<file path="config.mk">
export PLATFORM = sky130hd
export DESIGN_NAME = cjb_div
export DESIGN_NICKNAME = d
export VERILOG_FILES = /design/src/rtl/core/cjb_pkg.sv /design/src/rtl/core/cjb_div.sv
export SDC_FILE = /design/constraint.sdc
export NUM_CORES = 1
export LEC_CHECK = 0
export BUFFER_PORTS_ARGS = -buffer_cell sky130_fd_sc_hd__buf_4
export CAP_MARGIN = 20
export CELL_PAD_IN_SITES_DETAIL_PLACEMENT = 0
export CELL_PAD_IN_SITES_GLOBAL_PLACEMENT = 1
export CORE_AREA = 4 4 161 163
export DETAILED_ROUTE_END_ITERATION = 10
export DIE_AREA = 0 0 165 167
export PLACE_DENSITY_LB_ADDON = 0.1
export SYNTH_ARGS = -nofsm -noshare
export SYNTH_HDL_FRONTEND = slang
export SYNTH_SLANG_ARGS = --single-unit
export TNS_END_PERCENT = 50
</file>
<file path="constraint.sdc">
create_clock -name clk -period 3.4 [get_ports clk]
set_clock_uncertainty 0.15 [all_clocks]
set_input_delay 0.68 -clock clk [delete_from_list [all_inputs] [get_ports clk]]
set_output_delay 0.68 -clock clk [all_outputs]
set_load 0.02 [all_outputs]
</file>
<file path="src/rtl/core/cjb_pkg.sv">
// Shared constants, state type and index tables for the contact Jacobian builder.
package cjb_pkg;

  localparam int DEF_VALUE_WIDTH = 32;
  localparam int DEF_FRAC_BITS   = 16;
  localparam int NUM_SLOTS       = 32;
  localparam int SLOT_W          = 5;
  localparam int LOAD_SLOTS      = 14;
  localparam int SLOT_I0         = 14;
  localparam int SLOT_I1         = 23;
  localparam longint unsigned FIVE_POW_12 = 64'd244140625;

  // Matrix, row and part codes on the result ports
  localparam logic [1:0] MAT_J0      = 2'd0;
  localparam logic [1:0] MAT_J1      = 2'd1;
  localparam logic [1:0] MAT_J0_MINV = 2'd2;
  localparam logic [1:0] MAT_J1_MINV = 2'd3;
  localparam logic [1:0] ROW_N       = 2'd0;
  localparam logic [1:0] ROW_T       = 2'd1;
  localparam logic [1:0] ROW_B       = 2'd2;
  localparam logic       PART_LIN    = 1'b0;
  localparam logic       PART_ANG    = 1'b1;

  // Which frame vector the normalizer is working on
  localparam logic NM_TAN = 1'b0;
  localparam logic NM_BIN = 1'b1;

  typedef enum logic [3:0] {
    S_IDLE,
    S_LOAD,
    S_PREP,
    S_NSQ,
    S_SQRT,
    S_NDIV,
    S_NFIN,
    S_BCROSS,
    S_RCP,
    S_ROW,
    S_EMIT
  } cjb_state_t;

  // Cross product: product q uses a[cr_ia(q)] * b[cr_ib(q)]
  function automatic logic [1:0] cr_ia(input logic [2:0] q);
    case (q)
      3'd0: return 2'd1;
      3'd1: return 2'd2;
      3'd2: return 2'd2;
      3'd3: return 2'd0;
      3'd4: return 2'd0;
      default: return 2'd1;
    endcase
  endfunction

  function automatic logic [1:0] cr_ib(input logic [2:0] q);
    case (q)
      3'd0: return 2'd2;
      3'd1: return 2'd1;
      3'd2: return 2'd0;
      3'd3: return 2'd2;
      3'd4: return 2'd1;
      default: return 2'd0;
    endcase
  endfunction

  // Row times matrix: product q uses row element k, column j, entry 3k+j
  function automatic logic [1:0] mat_k(input logic [3:0] q);
    case (q)
      4'd0, 4'd3, 4'd6: return 2'd0;
      4'd1, 4'd4, 4'd7: return 2'd1;
      default: return 2'd2;
    endcase
  endfunction

  function automatic logic [1:0] mat_j(input logic [3:0] q);
    case (q)
      4'd0, 4'd1, 4'd2: return 2'd0;
      4'd3, 4'd4, 4'd5: return 2'd1;
      default: return 2'd2;
    endcase
  endfunction

  function automatic logic [3:0] mat_off(input logic [3:0] q);
    case (q)
      4'd0: return 4'd0;
      4'd1: return 4'd3;
      4'd2: return 4'd6;
      4'd3: return 4'd1;
      4'd4: return 4'd4;
      4'd5: return 4'd7;
      4'd6: return 4'd2;
      4'd7: return 4'd5;
      default: return 4'd8;
    endcase
  endfunction

endpackage

</file>
<file path="src/rtl/core/cjb_div.sv">
// Bit-serial restoring divider with a quotient saturated to the largest positive value.
module cjb_div #(
  parameter int VALUE_WIDTH = cjb_pkg::DEF_VALUE_WIDTH,
  parameter int DIV_WIDTH   = 2 * cjb_pkg::DEF_VALUE_WIDTH
) (
  input  logic                   clk,
  input  logic                   rst,
  input  logic                   start,
  input  logic [DIV_WIDTH-1:0]   dividend,
  input  logic [VALUE_WIDTH-1:0] divisor,
  output logic                   done,
  output logic [VALUE_WIDTH-1:0] quotient
);

  localparam int VW = VALUE_WIDTH;
  localparam int DW = DIV_WIDTH;
  localparam int CW = $clog2(DW + 1);
  localparam logic [VW-1:0] VMAX = {1'b0, {(VW-1){1'b1}}};

  logic          run;
  logic [CW-1:0] cnt;
  logic [VW:0]   rem;
  logic [VW:0]   rem_sh;
  logic [DW-1:0] dq;
  logic [VW-1:0] dvs;
  logic          ge;

  // One quotient bit per cycle
  assign rem_sh = {rem[VW-1:0], dq[DW-1]};
  assign ge     = rem_sh >= {1'b0, dvs};

  always_ff @(posedge clk) begin
    if (rst) begin
      run  <= 1'b0;
      cnt  <= '0;
      done <= 1'b0;
    end else begin
      done <= 1'b0;
      if (start) begin
        run <= 1'b1;
        cnt <= '0;
      end else if (run) begin
        cnt <= cnt + 1'b1;
        if (cnt == CW'(DW - 1)) begin
          run  <= 1'b0;
          done <= 1'b1;
        end
      end
    end
  end

  always_ff @(posedge clk) begin
    if (start) begin
      rem <= '0;
      dq  <= dividend;
      dvs <= divisor;
    end else if (run) begin
      rem <= ge ? (rem_sh - {1'b0, dvs}) : rem_sh;
      dq  <= {dq[DW-2:0], ge};
    end
  end

  // Clamp quotients that do not fit the signed range
  assign quotient = (|dq[DW-1:VW-1]) ? VMAX : dq[VW-1:0];

endmodule

</file>
Word-level counts from Yosys, hierarchy flattened. Cells that the tools add are included.

Equality and inequality tests: 1. Bitwise logic cells: 1. Reduce and logical (&&, ||, !) cells: 4. Magnitude comparators: 1. $add $sub $neg: 2. Mux-type cells: 8.

Operator list (number): $mux W64 (2); $mux W32 (2); $ge A33 B32 Y1 (1); $reduce_or A33 Y1 (1); $sub A32 B32 Y32 (1); $add A7 B1 Y7 const B (1); $eq A7 B6 Y1 const B (1); $mux W1 (4); $reduce_or A3 Y1 (1); $reduce_bool A2 Y1 (1); $reduce_or A2 Y1 (1); $not A1 Y1 (1).

Bits in registers: 137. Input port bits: 99. Output and inout port bits: 33.

Logic depth before layout (Yosys ltp).
Depth after elaboration: 4. Gate-level depth with buffers: 13.

Worst setup path before layout. OpenSTA, ideal clock, no wires.

Path type: in2reg. From: in start. To: reg dq[0] (enable). Slack: 225 ps. Arrival time: 2607 ps. Setup time: 418 ps. Required time: 2832 ps. Stages: 4. Cell sequence: clkbuf_1 clkbuf_1 nor2_1 inv_1.

Longest elaborated chain between the ends: 1.

RTL lines: start, declared (line cjb_div.sv:8) `input logic start,`; $reduce_bool A2 Y1 (no line); end signal, assigned (line cjb_div.sv:55) `dq <= dividend;`; end signal, assigned (line cjb_div.sv:59) `dq <= {dq[DW-2:0], ge};`; end, declared (line cjb_div.sv:24) `logic [DW-1:0] dq;`.

No other way between the ends. A chain may end at the register's enable or synchronous reset.

Worst setup path after layout.
From: reg dvs[15]. To: reg rem[1].

Longest elaborated chain between the ends: 2.

RTL lines: start, declared (line cjb_div.sv:25) `logic [VW-1:0] dvs;`; start signal, assigned (line cjb_div.sv:56) `dvs <= divisor;`; $ge A33 B32 Y1 (line cjb_div.sv:30) `assign ge = rem_sh >= {1'b0, dvs};`; $mux W32 (line cjb_div.sv:58) `rem <= ge ? (rem_sh - {1'b0, dvs}) : rem_sh;`; end signal, assigned (line cjb_div.sv:58); end, declared (line cjb_div.sv:22) `logic [VW:0] rem;`.

No other way between the ends.

==> metrics.cfg <==
[status]
status=finished clean

[routing]
viasPerCell=4.810
ant_nets=0
drt_pass1_iterations=4
drt_iter0_markers=278
vias=5507
wl_mm=18.84
wl_per_cell_um=16.46
drc=0

[power_and_ir_drop]
p_seq_frac=0.416
p_per_area_mw_per_mm2=514.9
internal-power_uw=3532
switching_share=0.2814
p_clk_frac=0.391
comb_power_share=0.193
p_sw_uw=1383
peakVddDrop_mv=0.2863
p_leak_uw=0.003896

[timing]
setup_slack_ns=0.2102
period_needed_ns=3.190
timing.setup.tns_ns=0
setup_viol=0
worst_slew_pin_slew_ns=0.5684
hold_violations=0
fmax_mhz=313.5
slew_violations=0
grt_setup_unrepaired=true
fin_crit_sh=0.9382
slew_headroom=0.6210

[clock_tree]
clockRootBuffer=clkbuf_16
clock_latency_ns=0.42
htreeDepth=4
clk_pin_slew_ns=0.07
numCtsBuffers=17
cts_tree=done
cts.sinks=137
cts_setup_buffers=0
clockBufferDepth=2

[placement]
gp_congestion=0.7831
placed_cells=1113
dp_slack_ns=0.1150
dp_hpwl_mm=13.70
io_buffers=130

[finish]
final-seq-area_sq_mm=0.003705
final_util=0.3925
multi_input_area_sq_mm=0.003531
stdcell_count=1145
drive_gt1_frac=0.3155
n_antenna_cell=0
nFillCells=2388
area_delta_synth_final_pct=26.92
fin_nets=941

[grt]
grt_pass1_wl_mm=30.87
grtUsageTotal=0.1403
antenna_found_initial=0
grt_max_degree=101
overflow=0
grt_pass1_vias=5880

[synthesis]
ys_ff_latch=137
yosys.cell_count.top_type=edfxtp_1
syn_nets=807
synth_seq_area_share=0.4924
synth_area_sq_mm=0.007521
syn_inst=674
synth_cell_types=63
synth_common_cells=edfxtp_1 (96), mux2_2 (64), nor2_1 (51), inv_1 (45), dfxtp_1 (41)
synth.avg_cell_area_sq_um=11.16
synth_top_area_share=0.3833
ys.flop_type=edfxtp_1
synth_edf_count=96
synthArstFlopShare=0
synth_top_area_cell=edfxtp_1
ys_top_cells_by_area=edfxtp_1 (38%), dfxtp_1 (11%), mux2_2 (9.6%), ha_1 (5.5%), mux2i_1 (3.3%)
yosys_warnings=0

[setup_path]
r2r_slack_ns=0.21
crit_chain=inv_1 -> ha_1 -> buf_4 -> a21oi_1 -> nand2_1 -> a221o_1 -> and3_4 -> nor3_4 -> nor3_2 -> a41oi_4 -> buf_4 -> mux2_2 -> o22ai_1
critPathMaxStageDelay_ns=0.37
required_ns=3.59
cp_num_buf_inv=3
critPathTopFamily=compound AO/OA/AOI/OAI gates
r2r-end=rem[1]
crit_top_cell=buf_4
worst_setup_path_start_kind=flop
crit_fanout=12
timing.rr.start=dvs[15]
end_kind=flop
reg2reg_depth=13
crit_type=reg2reg
slowest_stage=edfxtp_1
worstPathArrival_ns=3.38

[floorplan]
die_w_um=165
fp-row-count=57
initial_core_util=0.3093
core_sq_mm=0.02432
die_area_sq_mm=0.02756
pin_count=132
die_h_um=167

[job]
cap_viol_max_count=0

[min_path]
worstHoldPathType=in2reg
holdPathStages=2
whs_endpoint=run
min_from=rst

[worst max path at each step]
stage | startpoint | endpoint | cells after the start
finish | dvs[15] | rem[1] | 13
global route | dq[63] | rem[28] | 12
CTS | dq[34] | quotient[15] | 6
detailed placement | dq[63] | rem[28] | 12
global placement | dq[63] | rem[28] | 12
floorplan | start | dq[0] | 4
[area by class of cell]
cell class | count | share of cell area
Sequential cell | 137 | 0.3881
Multi-Input combinational cell | 461 | 0.3699
Timing Repair Buffer | 145 | 0.1180
Clock buffer | 17 | 0.04457
Tap cell | 324 | 0.04247
Clock inverter | 15 | 0.01888
Inverter | 46 | 0.01809
[power by group through the flow]
stage / sequential, uW / clock [uW] / combinational [uW]
final: 2050 / 1920 / 947
after global routing: 2070 / 2050 / 1060
after CTS: 2050 / 1990 / 958
after detailed placement: 2080 / 0 / 950
after global placement: 2080 / 0 / 947
after floorplan: 2050 / 0 / 679
[placed cells by master (no fill, tap or decap), types with 4 or more instances in the layout]
cell type | synthesis | layout
xor2_1 | 16 | 16
nor4_1 | 10 | 9
inv_6 | 0 | 7
nand4_1 | 12 | 12
mux2i_1 | 25 | 25
and3_1 | 4 | 4
a211oi_1 | 24 | 24
nand2_1 | 27 | 27
a21o_1 | 9 | 9
buf_4 | 2 | 142
nand3_1 | 6 | 6
nor2b_1 | 4 | 4
o21bai_1 | 5 | 5
mux2_2 | 64 | 64
nand2b_1 | 33 | 33
a21oi_1 | 34 | 34
clkbuf_16 | 0 | 17
o21ai_1 | 3 | 4
nor2_1 | 51 | 51
o21ai_0 | 21 | 20
o21a_1 | 5 | 5
xnor2_1 | 16 | 16
inv_1 | 45 | 44
dfxtp_1 | 41 | 40
or2_2 | 4 | 4
ha_1 | 33 | 33
edfxtp_1 | 96 | 96
[state kept, by name (all words and copies together) (netlist names)]
name / cells
cnt: 7
done: 1
dq: 64
dvs: 32
rem: 32
run: 1
[metrics by stage]
step	cell area [sq um]	power (uW)	hold WS, ns
2_1_floorplan	7521	2729	0.3030
3_3_place_gp	8914	3024	0.3152
3_5_place_dp	8914	3032	0.3298
4_1_cts	9519	4999	0.2306
5_1_grt	9545	5172	0.2461
6_report	9545	4915	0.2563
[timing repair]
| item | in CTS | in global routing |
|---|---|---|
| gates resized for setup | 0 | 5 |
| hold buffers | 0 | 0 |
| hold endpoints to repair | 0 | 0 |
| setup endpoints to repair | 0 | 10 |
[kinds of logic after synthesis]
group / after synthesis / synth area share
fa+ha+maj: 34 / 0.05756
other cells: 1 / 0.0004986
flops: 137 / 0.4924
compound gates: 133 / 0.1200
mux: 89 / 0.1291
xor+xnor: 32 / 0.03726
simple gates: 172 / 0.1209
buf+inv: 76 / 0.04225
[metal layers]
layer  track usage  vias to the layer above  part of all wire
met5             0                        -                 0
met4       0.04195                        0             0.011
met3       0.05017                       13             0.062
met2        0.2331                       97              0.50
met1        0.1701                     2645              0.43
li1              -                     2752                 -
No activity file was read; power rests on OpenSTA's default activity.
